===== config.mk =====
export PLATFORM = sky130hd
export DESIGN_NAME = button_debounce_press_classifier
export DESIGN_NICKNAME = d
export VERILOG_FILES = /design/src/bdpc_pkg.sv /design/src/button_debounce_press_classifier.sv /design/src/bdpc_in_reg.sv /design/src/bdpc_fsm.sv
export SDC_FILE = /design/constraint.sdc
export NUM_CORES = 1
export LEC_CHECK = 0
export ABC_AREA = 1
export BUFFER_PORTS_ARGS = -buffer_cell sky130_fd_sc_hd__buf_2
export CAP_MARGIN = 20
export CORE_MARGIN = 5
export CORE_UTILIZATION = 25
export CTS_BUF_LIST = sky130_fd_sc_hd__clkbuf_4 sky130_fd_sc_hd__clkbuf_8 sky130_fd_sc_hd__clkbuf_16
export DETAILED_ROUTE_END_ITERATION = 7
export PLACE_DENSITY = 0.44
export RECOVER_POWER = 50
export SLEW_MARGIN = 20
export SYNTH_ARGS = -nofsm -noshare
export SYNTH_HDL_FRONTEND = slang
export SYNTH_HIERARCHICAL = 1
export SYNTH_SLANG_ARGS = --single-unit
export TNS_END_PERCENT = 20

===== constraint.sdc =====
create_clock -name clk_i -period 2.94 [get_ports clk_i]
set_input_delay 0.294 -clock clk_i [delete_from_list [all_inputs] [get_ports clk_i]]
set_output_delay 0.294 -clock clk_i [all_outputs]
set_load 0.05 [all_outputs]

===== src/bdpc_pkg.sv =====
// ----------------------------------------------------------------------------
// Button debounce press classifier package
// Timestamp width, phase codes, event codes, register indexes, reset values and the poll record.
// ----------------------------------------------------------------------------
package bdpc_pkg;

  localparam int unsigned TimeW = 32;
  localparam int unsigned CfgW  = 16;
  localparam int unsigned IdxW  = 2;

  typedef logic [TimeW-1:0] time_t;
  typedef logic [CfgW-1:0]  cfg_t;

  // Register indexes on the configuration port
  localparam logic [IdxW-1:0] CfgDebounce  = 2'd0;
  localparam logic [IdxW-1:0] CfgLongPress = 2'd1;

  // Phase codes
  localparam logic [1:0] PhIdle        = 2'd0;
  localparam logic [1:0] PhPressPend   = 2'd1;
  localparam logic [1:0] PhPressed     = 2'd2;
  localparam logic [1:0] PhReleasePend = 2'd3;

  typedef enum logic [1:0] {
    EvNone  = 2'd0,
    EvShort = 2'd1,
    EvLong  = 2'd2
  } press_ev_e;

  localparam cfg_t DebounceRst  = 16'd50;
  localparam cfg_t LongPressRst = 16'd1000;

  // One registered poll request
  typedef struct packed {
    logic  valid;
    logic  pressed;
    time_t now;
  } poll_t;

endpackage


===== src/button_debounce_press_classifier.sv =====
// A poll waits in the input register; its event goes to the output register when
// the output is free. Throughput: one poll per cycle while the output is not
// stalled; the state update is one subtract and two compares between the poll
// register and the event register. Reset: asynchronous, active low; clears the
// phase to idle, the edge time and long-press flag to zero; loads debounce 50 ms, long press 1000 ms.
// ----------------------------------------------------------------------------
// Button debounce press classifier
// Short and long press detection with debouncing on raw, timestamped button polls.
// ----------------------------------------------------------------------------
module button_debounce_press_classifier (
  input  logic                      clk_i,
  input  logic                      rst_ni,
  input  logic                      cfg_we_i,
  input  logic [bdpc_pkg::IdxW-1:0] cfg_idx_i,
  input  bdpc_pkg::cfg_t            cfg_wdata_i,
  input  logic                      in_valid_i,
  output logic                      in_stall_o,
  input  logic                      pressed_raw_i,
  input  logic [31:0]               now_ms_i,
  output logic                      out_valid_o,
  input  logic                      out_stall_i,
  output logic [1:0]                press_event_o
);
  import bdpc_pkg::*;

  cfg_t  debounce_q;
  cfg_t  long_press_q;
  poll_t poll;
  logic  adv;

  always_ff @(posedge clk_i or negedge rst_ni) begin
    if (!rst_ni) begin
      debounce_q   <= DebounceRst;
      long_press_q <= LongPressRst;
    end else if (cfg_we_i) begin
      if (cfg_idx_i == CfgDebounce) begin
        debounce_q <= cfg_wdata_i;
      end
      if (cfg_idx_i == CfgLongPress) begin
        long_press_q <= cfg_wdata_i;
      end
    end
  end

  bdpc_in_reg u_in_reg (
    .clk_i         (clk_i),
    .rst_ni        (rst_ni),
    .in_valid_i    (in_valid_i),
    .in_stall_o    (in_stall_o),
    .pressed_raw_i (pressed_raw_i),
    .now_ms_i      (TimeW'(now_ms_i)),
    .adv_i         (adv),
    .poll_o        (poll)
  );

  bdpc_fsm u_fsm (
    .clk_i         (clk_i),
    .rst_ni        (rst_ni),
    .poll_i        (poll),
    .debounce_i    (debounce_q),
    .long_press_i  (long_press_q),
    .out_stall_i   (out_stall_i),
    .adv_o         (adv),
    .out_valid_o   (out_valid_o),
    .press_event_o (press_event_o)
  );

endmodule


===== src/bdpc_in_reg.sv =====
// ----------------------------------------------------------------------------
// Poll input register
// Captures one poll request and holds it until the classifier takes it.
// ----------------------------------------------------------------------------
module bdpc_in_reg (
  input  logic           clk_i,
  input  logic           rst_ni,
  input  logic           in_valid_i,
  output logic           in_stall_o,
  input  logic           pressed_raw_i,
  input  bdpc_pkg::time_t now_ms_i,
  input  logic           adv_i,
  output bdpc_pkg::poll_t poll_o
);
  import bdpc_pkg::*;

  logic  valid_q, valid_d;
  logic  pressed_q;
  time_t now_q;
  logic  load;

  // Take a new request when empty or when the held one moves on
  assign load       = !valid_q || adv_i;
  assign in_stall_o = !load;
  assign valid_d    = load ? in_valid_i : valid_q;

  always_ff @(posedge clk_i or negedge rst_ni) begin
    if (!rst_ni) begin
      valid_q <= 1'b0;
    end else begin
      valid_q <= valid_d;
    end
  end

  always_ff @(posedge clk_i) begin
    if (load && in_valid_i) begin
      pressed_q <= pressed_raw_i;
      now_q     <= now_ms_i;
    end
  end

  assign poll_o = '{valid: valid_q, pressed: pressed_q, now: now_q};

endmodule


===== src/bdpc_fsm.sv =====
// ----------------------------------------------------------------------------
// Press classifier state machine
// Debounces press and release and registers one event per poll.
// ----------------------------------------------------------------------------
module bdpc_fsm (
  input  logic            clk_i,
  input  logic            rst_ni,
  input  bdpc_pkg::poll_t poll_i,
  input  bdpc_pkg::cfg_t  debounce_i,
  input  bdpc_pkg::cfg_t  long_press_i,
  input  logic            out_stall_i,
  output logic            adv_o,
  output logic            out_valid_o,
  output logic [1:0]      press_event_o
);
  import bdpc_pkg::*;

  logic [1:0] phase_q, phase_d;
  time_t      edge_q, edge_d;
  logic       long_q, long_d;
  logic       out_valid_q, out_valid_d;
  press_ev_e  ev_q, ev_d;

  time_t elapsed;
  logic  deb_met;
  logic  long_met;
  logic  step;

  assign adv_o = !out_valid_q || !out_stall_i;
  assign step  = poll_i.valid && adv_o;

  assign elapsed  = poll_i.now - edge_q;
  assign deb_met  = elapsed >= {{(TimeW-CfgW){1'b0}}, debounce_i};
  assign long_met = elapsed >= {{(TimeW-CfgW){1'b0}}, long_press_i};

  always_comb begin
    phase_d = phase_q;
    edge_d  = edge_q;
    long_d  = long_q;
    ev_d    = EvNone;
    unique case (phase_q)
      PhIdle: begin
        if (poll_i.pressed) begin
          phase_d = PhPressPend;
          edge_d  = poll_i.now;
          long_d  = 1'b0;
        end
      end
      PhPressPend: begin
        if (!poll_i.pressed) begin
          phase_d = PhIdle;
        end else if (deb_met) begin
          phase_d = PhPressed;
        end
      end
      PhPressed: begin
        // Long press wins; release is looked at on the next poll
        if (!long_q && long_met) begin
          long_d = 1'b1;
          ev_d   = EvLong;
        end else if (!poll_i.pressed) begin
          phase_d = PhReleasePend;
          edge_d  = poll_i.now;
        end
      end
      PhReleasePend: begin
        // Bounce back keeps the release-edge time
        if (poll_i.pressed) begin
          phase_d = PhPressed;
        end else if (deb_met) begin
          phase_d = PhIdle;
          if (!long_q) begin
            ev_d = EvShort;
          end
        end
      end
      default: phase_d = PhIdle;
    endcase
  end

  assign out_valid_d = step ? 1'b1 : (out_valid_q && out_stall_i);

  always_ff @(posedge clk_i or negedge rst_ni) begin
    if (!rst_ni) begin
      phase_q     <= PhIdle;
      edge_q      <= '0;
      long_q      <= 1'b0;
      out_valid_q <= 1'b0;
    end else begin
      out_valid_q <= out_valid_d;
      if (step) begin
        phase_q <= phase_d;
        edge_q  <= edge_d;
        long_q  <= long_d;
      end
    end
  end

  always_ff @(posedge clk_i) begin
    if (step) begin
      ev_q <= ev_d;
    end
  end

  assign out_valid_o   = out_valid_q;
  assign press_event_o = ev_q;

endmodule


==> flow_summary_export.csv, run 1 <==
group,metric,value,unit
run_status,outcome,"finished, violations left",
run_status,violations,"capacitance limit, slew limit, setup timing",
placement,hpwl,16300,um
synthesis,avgSynthCellArea,7.27,um2
timing,min_period,3.20,ns
clock_network,clk_pin_slew,0.08,ns
synthesis,yosysSeqAreaShare,0.362,
synthesis,synth_top_area_cell,"dfrtp_1",
floorplan,die_width,186,um
critical_path,reg2reg_from,"u_in_reg/now_q[8]",
power_and_ir_drop,peakVddDrop,0.337,mV
floorplan,num_io_pins,60,
critical_path,reg2reg_slack,-0.26,ns
timing,max_slew.worst_pin.slew,1.62,ns
synthesis,ys_ff_latch,104,
placement,place_area,0.00939,mm2
drt,num_vias,6869,
clock_network,clkLatencyLatePin,0.36,ns
synthesis,yosys.area.top_type_share,0.195,
critical_path,path_buf_inv,3,
min_path,min_to,"u_in_reg/now_q[22]",
clock_network,cts.sinks,104,
floorplan,coreArea,0.0305,mm2
timing,fin_ws,-0.255,ns
clock_network,hold_buffers,0,
timing,fmax,313,MHz
synthesis,synthTopCellsByCount,"367 x nand2_1, 194 x inv_1, 75 x nor2_1",
power_and_ir_drop,p_leak,5.47,nW
critical_path,cp-start-kind,"flip-flop",
timing,period_share,1.09,
drt,drc_errors,0,
drt,wirelength,21000,um
job,drv_cap,1,
timing,fin_skew,0.0117,ns
critical_path,crit_fanout,19,
cells_and_area,drive_above_1_share,0.322,
power_and_ir_drop,p_per_area,1000,mW/mm2
drt,drtIter0Drc,292,
critical_path,worst_path_max_delay_cell,"edfxtp_1",
cells_and_area,n_antenna_cell,0,
floorplan,rows,64,
synthesis,ys_warn_count,6,
min_path,min_path_type,"primary input to flip-flop",
critical_path,required,3.19,ns
critical_path,cpLargestDelayFamily,"simple AND/OR/NAND/NOR gates",
synthesis,synth_most_common_cell,"nand2_1",
critical_path,crit_arrival,3.44,ns
timing,setup_viol,37,
synthesis,synthArstFlopShare,0.663,
min_path,hold_path.startpoint,"now_ms_i[22]",
global_route,grt_pass1_wl,34300,um
clock_network,htreeDepth,3,
synthesis,synth_cell_type_count,38,
cells_and_area,final_net_count,1381,
drt,wl_per_cell,12.6,um
cells_and_area,areaGrowthSynthToFinish,33.4,%
placement,preCtsSetupSlack,-0.414,ns
critical_path,crit_type,"flip-flop to flip-flop",
global_route,grt_max_degree,44,
clock_network,cts_made_buffers,9,
synthesis,synthCells,1061,
drt,ant_nets,0,
placement,numPortBuffers,59,
synthesis,ys_top_cells_by_area,"dfrtp_1 19%, nand2_1 18%, edfxtp_1 14%",
timing,slew_headroom,-0.0796,
critical_path,rr_worst_depth,20,
clock_network,clockBufferDepth,2,
cells_and_area,num-fill-cells,3244,
critical_path,reg2reg_to,"u_fsm/edge_q[6]",
global_route,grt_pass1_vias,6656,
synthesis,ys.flop_type,"dfrtp_1",
timing,finalMaxSlewViolations,28,
critical_path,crit_top_cell,"nand2_2",
placement,finalWeightedCongestion,0.868,
timing,whs,0.105,ns
timing,rsz0062_at_grt,"true",
critical_path,critical-path-max-stage-delay,0.46,ns
min_path,min_delay_path_depth,1,
cells_and_area,fin_area,0.0103,mm2
critical_path,worstSetupEndpointType,"flip-flop",
timing,hold_viol,0,
global_route,grt_overflow,0,
global_route,antenna_found_initial,0,
floorplan,start_util,0.253,
synthesis,netlist_area,0.00771,mm2
clock_network,cts_root_buf,"clkbuf_16",
global_route,track_usage,0.126,
floorplan,dieArea,0.0345,mm2
floorplan,fp.dieH,186,um
critical_path,worstPathCellList,"ha_4 > nand2_4 > inv_2 > nand2_2 > nand2_2 > inv_2 > nand3_4 > xor2_2 > ha_1 > a21oi_2 > nor3_2 > a211oi_1 > a21oi_1 > nor2_1 > nand3_2 > nand2_2 > nand3_4 > buf_12 > nor2_1 > a21oi_2",
clock_network,cts_tree,"done",
drt,dr.pass1.iters,4,
synthesis,synth_edf_count,35,
synthesis,synth_nets,1181,
drt,via_per_inst,4.13,
[repair_timing]
action	4_1_cts	5_1_grt
cloned	2	0
setup buffers	10	6
resized for setup	75	32
setup endpoints to repair	37	37
pin swaps	18	29
[flip-flops by register name (all words and copies together), names as in the netlist, named ones only]
register,count
u_fsm/press_event_o,2
u_fsm/edge_q,32
debounce_q,16
u_in_reg/valid_q,1
u_fsm/phase_q,1
u_in_reg/now_q,32
u_fsm/out_valid_o,1
u_in_reg/pressed_q,1
long_press_q,16
u_fsm/long_q,1
[report_power, final]
group	leakage, nW	switching (W)	internal, W
combinational	4.20	0.00380	0.00328
sequential	1.13	0.000150	0.00185
clock	0.145	0.000612	0.000595
[worst max path at each step]
stage | startpoint | to | slack, ns | depth (start not counted)
after floorplan | u_in_reg/now_q[0] | u_fsm/edge_q[17] | 0.009 | 22
after global placement | u_in_reg/now_q[6] | u_fsm/edge_q[18] | -0.33 | 20
after detailed placement | u_in_reg/now_q[5] | u_fsm/edge_q[13] | -0.41 | 18
after CTS | u_in_reg/now_q[6] | u_fsm/edge_q[14] | -0.26 | 20
after global routing | u_in_reg/now_q[7] | u_fsm/edge_q[7] | -0.52 | 18
final | u_in_reg/now_q[8] | u_fsm/edge_q[6] | -0.26 | 20
[area by class of cell]
type                       instances  area, um2  share of cell area
multi-input combinational        726       4430               0.431
sequential                       104       2790               0.271
timing repair buffer             209       1490               0.145
inverter                         211        792              0.0770
tap                              396        495              0.0482
clock buffer                       9        225              0.0219
clock inverter                     7       61.3             0.00596
[cell families (layout without fill, tap and decap cells)]
family / Yosys count / in the layout / synth area share
AO/OA/AOI/OAI: 81 / 81 / 0.0719
AND/OR/NAND/NOR: 566 / 566 / 0.320
XOR/XNOR: 15 / 15 / 0.0170
flip-flops: 104 / 104 / 0.362
buffers and inverters: 231 / 436 / 0.125
adder cells (fa/ha/maj): 64 / 64 / 0.105
[placed cells by master (no fill, tap or decap), drive strengths merged]
| master | instances |
|---|---|
| inv | 214 |
| nor3 | 7 |
| and3 | 1 |
| nand4 | 24 |
| edfxtp | 35 |
| fa | 1 |
| a21oi | 64 |
| nor2 | 100 |
| ha | 63 |
| dfstp | 9 |
| clkbuf | 12 |
| clkinv | 4 |
| buf | 206 |
| xor2 | 13 |
| a211oi | 2 |
| xnor2 | 2 |
| nand3b | 2 |
| a311oi | 1 |
| nand3 | 53 |
| nand2 | 379 |
| o21bai | 2 |
| o21ai | 12 |
| dfrtp | 60 |
[layer usage]
layer	vias up	wire length, um	GRT usage
met5	-	0	0
met4	0	160	0.0236
met3	10	720	0.0174
met2	79	9410	0.199
met1	3101	10700	0.185
li1	3679	-	-
[through the flow]
stage / TNS (ns) / cells / total power, W / utilization
after global placement: -9.01 / 1629 / 0.00827 / 0.308
after CTS: -6.76 / 1657 / 0.0103 / 0.334
after global routing: -16.78 / 1662 / 0.0114 / 0.337
after detailed placement: -11.75 / 1629 / 0.00832 / 0.308
final: -7.69 / 1662 / 0.0103 / 0.337
after floorplan: 0 / 1061 / 0.00580 / -
Note: power is estimated with default switching activity, not from simulation.
==> inputs of run 2 (changes only) <==
--- a/config.mk
+++ b/config.mk
@@ -12,9 +12,9 @@
 export CORE_UTILIZATION = 25
 export CTS_BUF_LIST = sky130_fd_sc_hd__clkbuf_4 sky130_fd_sc_hd__clkbuf_8 sky130_fd_sc_hd__clkbuf_16
 export DETAILED_ROUTE_END_ITERATION = 7
+export GPL_TIMING_DRIVEN = 0
 export PLACE_DENSITY = 0.44
 export RECOVER_POWER = 50
-export SLEW_MARGIN = 20
 export SYNTH_ARGS = -nofsm -noshare
 export SYNTH_HDL_FRONTEND = slang
 export SYNTH_HIERARCHICAL = 1
==> run 2 against run 1 <==
Against the previous run:
- die area unchanged
- highest routed layer unchanged
- register-to-register slack worse by 0.04 ns
- the flow still finishes with violations (capacitance limit, slew limit, setup timing)
- utilization down 1.7 points
- maximum frequency down 1.3%
- final cell count down 5.8%
- via count down 5.5%
- first-iteration DRC count up 10%
- worst hold slack worse by 0.014 ns
- non-clock buffer count down 97
- power down 5.6%
- clock power about the same
- combinational power down 8.5%
- largest power group unchanged
==> flow_summary_export.csv, run 2 (same netlist as run 1, synthesis figures left out) <==
group,metric,value,unit
timing,period_share,1.10,
critical_path,crit_fanout,7,
timing,rsz0062_at_grt,"true",
timing,fin_skew,0.0217,ns
run_status,violations,"capacitance limit, slew limit, setup timing",
critical_path,worstSetupEndpointType,"flip-flop",
critical_path,cpLargestDelayFamily,"simple AND/OR/NAND/NOR gates",
drt,ant_nets,0,
cells_and_area,drive_above_1_share,0.273,
drt,dr.pass1.iters,4,
cells_and_area,finish.utilization,0.320,
drt,num_vias,6494,
cells_and_area,num-fill-cells,3256,
power_and_ir_drop,peakVddDrop,0.331,mV
clock_network,clkLatencyLatePin,0.38,ns
placement,place_area,0.00855,mm2
clock_network,cts.sinks,104,
drt,wl_per_cell,13.5,um
cells_and_area,n_antenna_cell,0,
critical_path,crit_arrival,3.49,ns
floorplan,start_util,0.253,
drt,via_per_inst,4.15,
min_path,min_path_type,"primary input to flip-flop",
timing,fin_ws,-0.298,ns
timing,hold_viol,0,
job,drv_cap,1,
critical_path,path_buf_inv,3,
timing,min_period,3.24,ns
timing,fmax,309,MHz
critical_path,critical-path-max-stage-delay,0.41,ns
timing,setup_viol,36,
global_route,grt_max_degree,41,
cells_and_area,final_net_count,1284,
drt,routed-wl-met3,607,um
cells_and_area,fin_area,0.00976,mm2
drt,topRoutingLayerUsed,"met4",
floorplan,dieArea,0.0345,mm2
global_route,grt_pass1_wl,33800,um
cells_and_area,areaGrowthSynthToFinish,26.5,%
critical_path,worstPathCellList,"ha_1 > nand2_2 > inv_1 > nand2_1 > nand2_1 > a21oi_1 > nand2_2 > xor2_2 > ha_1 > a21oi_1 > o21ai_2 > nor2_2 > nand3_2 > nand2_4 > nand3_4 > buf_12 > clkbuf_16 > nor2_4 > a21oi_2",
timing,finalMaxSlewViolations,30,
critical_path,cp-start-kind,"flip-flop",
placement,finalWeightedCongestion,0.873,
power_and_ir_drop,p_leak,5.04,nW
critical_path,worst_path_max_delay_cell,"ha_1",
critical_path,crit_type,"flip-flop to flip-flop",
clock_network,clk_pin_slew,0.09,ns
clock_network,clockBufferDepth,2,
cells_and_area,reg_top3,"u_fsm/edge_q: 32 flops, u_in_reg/now_q: 32 flops",
global_route,grt_pass1_vias,6588,
floorplan,coreArea,0.0305,mm2
floorplan,rows,64,
drt,drtIter0Drc,322,
drt,dr_wl_met2,9580,um
clock_network,htreeDepth,3,
cells_and_area,mostFrequentLayoutCells,"336 x nand2_1, 181 x inv_1, 69 x nor2_1",
power_and_ir_drop,p_per_area,995,mW/mm2
drt,drc_errors,0,
drt,m1WireLength,10700,um
global_route,track_usage,0.124,
placement,dp.cells,1516,
placement,numPortBuffers,57,
cells_and_area,instances_no_fill,1565,
timing,max_slew.worst_pin.slew,1.91,ns
floorplan,die_width,186,um
clock_network,cts_tree,"done",
critical_path,reg2reg_slack,-0.30,ns
floorplan,fp.dieH,186,um
drt,wirelength,21100,um
clock_network,cts_made_buffers,9,
cells_and_area,layout_commonest_cell,"nand2_1",
critical_path,required,3.19,ns
floorplan,num_io_pins,60,
placement,hpwl,16400,um
power_and_ir_drop,power.total,0.00971,W
run_status,outcome,"finished, violations left",
global_route,antenna_found_initial,0,
global_route,grt_overflow,0,
timing,slew_headroom,-0.276,
clock_network,cts_root_buf,"clkbuf_16",
[run 2: changes by cell type in the layout (fill, tap and decap cells not counted), sizes merged]
cell	delta
clkbuf	+6
buf	-105
dlygate4sd3	+1
bufbuf	+1
[run 2: area by class of cell]
class,instances,area [um2],area share
Inverter,211,792,0.0812
Clock inverter,7,68.8,0.00705
Clock buffer,9,225,0.0231
Timing Repair Buffer,92,642,0.0658
Sequential cell,104,2790,0.286
Tap cell,396,495,0.0508
Buffer,20,185,0.0190
Multi-Input combinational cell,726,4560,0.467
[run 2: layer usage]
| metal | up-vias | GRT usage |
|---|---|---|
| met4 | 0 | 0.0254 |
| met2 | 84 | 0.204 |
| met5 | - | 0 |
| li1 | 3480 | - |
| met3 | 10 | 0.0182 |
| met1 | 2920 | 0.174 |
[run 2: power breakdown]
group | leakage [nW] | internal (W) | switching [W] | total (W)
logic | 3.77 | 0.00263 | 0.00385 | 0.00648
clock network | 0.146 | 0.000601 | 0.000638 | 0.00124
registers | 1.13 | 0.00185 | 0.000150 | 0.00200
[run 2: worst register-to-register path, delay by kind of cell (launching register included)]
| kind | cells | cell delay (ns) |
|---|---|---|
| AND/OR/NAND/NOR | 9 | 0.93 |
| AO/OA/AOI/OAI | 4 | 0.46 |
| buffers and inverters | 3 | 0.43 |
| flip-flops | 1 | 0.40 |
| adder cells (fa/ha/maj) | 2 | 0.74 |
| XOR/XNOR | 1 | 0.17 |
[run 2: path summary, 6_finish.rpt]
path                                    start                 to  cells past startpoint
min in group asynchronous              rst_ni          async pin                      2
hold reg to reg                 debounce_q[1]      debounce_q[1]                      2
setup reg to reg           u_in_reg/now_q[14]   u_fsm/edge_q[25]                     19
setup / recovery           u_in_reg/now_q[14]   u_fsm/edge_q[25]                     19
hold / removal                    now_ms_i[0]  u_in_reg/now_q[0]                      1
max in group asynchronous              rst_ni    u_fsm/edge_q[8]                      2
[run 2: timing repair]
item / in CTS / in global routing
pin swaps: 18 / 42
gates cloned: 1 / 2
gates resized for setup: 69 / 70
setup endpoints to repair: 37 / 37
setup buffers: 15 / 14
hold endpoints to repair: 29 / 0
hold buffers: 1 / 0
[run 2: through the flow]
stage	TNS [ns]	setup WS, ns	hold WS (ns)
2_1_floorplan	0	0.00941	-0.00159
4_1_cts	-11.54	-0.363	0.0845
6_report	-9.17	-0.298	0.0908
3_5_place_dp	-23.91	-0.715	0.288
5_1_grt	-16.27	-0.483	0.0811
3_3_place_gp	-23.36	-0.693	0.450
==> inputs of run 3 (changes only) <==
--- a/config.mk
+++ b/config.mk
@@ -13,7 +13,7 @@
 export CTS_BUF_LIST = sky130_fd_sc_hd__clkbuf_4 sky130_fd_sc_hd__clkbuf_8 sky130_fd_sc_hd__clkbuf_16
 export DETAILED_ROUTE_END_ITERATION = 7
 export GPL_TIMING_DRIVEN = 0
-export PLACE_DENSITY = 0.44
+export MAX_ROUTING_LAYER = met4
 export RECOVER_POWER = 50
 export SYNTH_ARGS = -nofsm -noshare
 export SYNTH_HDL_FRONTEND = slang
==> run 3 against run 2 <==
Against the previous run:
- the run still ends with capacitance limit, slew limit, setup timing left
- sequential cell count did not move
- routed wire length decreased by 3.4%
- sequential power is essentially flat
- largest cell class unchanged
- global-route usage decreased by 0.38 points
- combinational power decreased by 4.6%
- die area stayed put
- clock power about the same
- critical endpoint is now u_fsm/edge_q[28]
- clock skew down 0.0073 ns
- final cell count down 0.19%
- worst hold slack improved by 0.020 ns
==> flow_summary_export.csv, run 3 (same netlist as run 1, synthesis figures left out) <==
group,metric,value,unit
run_status,violations,"capacitance limit, slew limit, setup timing",
drt,dr.pass1.iters,5,
critical_path,crit_fanout,10,
drt,drtIter0Drc,362,
power_and_ir_drop,p_per_area,974,mW/mm2
floorplan,dieArea,0.0345,mm2
timing,hold_viol,0,
cells_and_area,areaGrowthSynthToFinish,24.9,%
drt,wl_per_cell,13.0,um
cells_and_area,n_antenna_cell,0,
timing,rsz0062_at_grt,"true",
floorplan,num_io_pins,60,
clock_network,cts_made_buffers,9,
drt,via_per_inst,4.29,
timing,fmax,307,MHz
global_route,grt_max_degree,46,
cells_and_area,drive_above_1_share,0.248,
drt,wirelength,20400,um
timing,min_period,3.25,ns
drt,drc_errors,0,
critical_path,endpoint,"u_fsm/edge_q[28]",
clock_network,clkLatencyLatePin,0.36,ns
critical_path,crit_arrival,3.50,ns
critical_path,reg2reg_to,"u_fsm/edge_q[28]",
critical_path,crit_type,"flip-flop to flip-flop",
timing,setup_viol,36,
cells_and_area,final_net_count,1281,
global_route,antenna_found_initial,0,
timing,fin_skew,0.0144,ns
drt,ant_nets,0,
cells_and_area,mostFrequentLayoutCells,"344 x nand2_1, 187 x inv_1, 69 x nor2_1",
global_route,grt_pass1_wl,32100,um
clock_network,cts_tree,"done",
critical_path,worstSetupEndpointType,"flip-flop",
floorplan,rows,64,
clock_network,cts.sinks,104,
clock_network,clk_pin_slew,0.07,ns
floorplan,start_util,0.253,
clock_network,clockBufferDepth,2,
cells_and_area,reg_top3,"u_fsm/edge_q: 32 flops, u_in_reg/now_q: 32 flops",
critical_path,rr_worst_depth,21,
placement,numPortBuffers,57,
min_path,min_path_type,"primary input to flip-flop",
placement,hpwl,15700,um
timing,finalMaxSlewViolations,25,
power_and_ir_drop,power.total,0.00938,W
clock_network,htreeDepth,3,
timing,fin_ws,-0.315,ns
global_route,grt_overflow,0,
placement,finalWeightedCongestion,0.901,
clock_network,cts_root_buf,"clkbuf_16",
floorplan,coreArea,0.0305,mm2
power_and_ir_drop,peakVddDrop,0.309,mV
timing,max_slew.worst_pin.slew,1.51,ns
critical_path,cp-start-kind,"flip-flop",
min_path,hold_path.startpoint,"now_ms_i[8]",
global_route,grt_pass1_vias,6407,
critical_path,reg2reg_from,"u_in_reg/now_q[4]",
power_and_ir_drop,p_leak,5.00,nW
timing,period_share,1.11,
job,drv_cap,1,
timing,setup_tns,-9.13,ns
drt,num_vias,6698,
critical_path,reg2reg_slack,-0.31,ns
floorplan,fp.dieH,186,um
timing,slew_headroom,-0.00569,
cells_and_area,layout_commonest_cell,"nand2_1",
floorplan,die_width,186,um
critical_path,required,3.18,ns
run_status,outcome,"finished, violations left",
critical_path,startpoint,"u_in_reg/now_q[4]",
global_route,track_usage,0.120,
[run 3: cell types whose count changed in the layout (fill, tap and decap cells not counted), sizes merged]
cell and delta:
inv -1, buf -6, bufbuf -1, clkbuf +5
[run 3: repair_timing]
| action | 4_1_cts | 5_1_grt |
|---|---|---|
| gates cloned | 0 | 2 |
| setup buffers | 14 | 13 |
| gates resized for setup | 53 | 57 |
| hold endpoints to repair | 24 | 0 |
| hold buffers | 1 | 0 |
| pin swaps | 7 | 26 |
| endpoints found under the setup margin | 37 | 37 |
[run 3: where the power goes]
group	internal [W]	switching [W]	total, W
registers	0.00185	0.000141	0.00199
logic	0.00249	0.00370	0.00618
clock network	0.000637	0.000573	0.00121
total	0.00497	0.00441	0.00938
[run 3: metal layers]
metal  GRT usage  vias to the layer above  routed length [um]
li1            -                     3477                   -
met1       0.165                     3086                9870
met2       0.191                      115                9530
met3      0.0154                       20                 673
met4      0.0259                        0                 292
met5           -                        -                   0
[run 3: how the worst min path moves through the flow]
stage                               endpoint  slack (ns)  cells past startpoint
final                      u_in_reg/now_q[8]        0.11                      1
after CTS                 u_in_reg/now_q[27]         0.1                      1
after floorplan                debounce_q[0]      -0.002                      0
after global placement         debounce_q[1]        0.45                      2
after global routing      u_in_reg/now_q[29]        0.09                      1
after detailed placement    u_fsm/edge_q[23]        0.23                      1
[run 3: critical path, cell delays in order, from the launching register on]
cell	delay (ns)
edfxtp_1	0.45
ha_4	0.31
nand2_2	0.09
nand2_4	0.06
inv_2	0.07
nand2_1	0.09
nand2_2	0.09
nand3_4	0.08
xor2_2	0.16
ha_1	0.31
a21oi_1	0.13
nor3_1	0.06
a211oi_1	0.18
a21oi_1	0.10
nor2_1	0.13
nand3_2	0.11
nand2_4	0.09
nand3_4	0.13
buf_12	0.20
buf_8	0.16
nor2_2	0.10
a21oi_2	0.04
[run 3: layout make-up]
cell class                      instances  area, um2
Buffer                                 20        189
Clock buffer                           10        250
Clock inverter                          6       46.3
Fill cell                            3177      20900
Inverter                              211        792
Multi-Input combinational cell        726       4480
Sequential cell                       104       2790
Tap cell                              396        495
Timing Repair Buffer                   89        593
[run 3: stage by stage]
stage | instance area, um2 | std cells | hold slack [ns] | setup WS (ns) | utilization
CTS | 9270 | 1547 | 0.0987 | -0.306 | 0.304
finish | 9630 | 1562 | 0.111 | -0.315 | 0.316
global route | 9630 | 1562 | 0.0924 | -0.475 | 0.316
detailed placement | 8550 | 1516 | 0.235 | -0.615 | 0.280
global placement | 8490 | 1514 | 0.449 | -0.584 | 0.278
floorplan | 7710 | 1061 | -0.00159 | 0.00941 | -
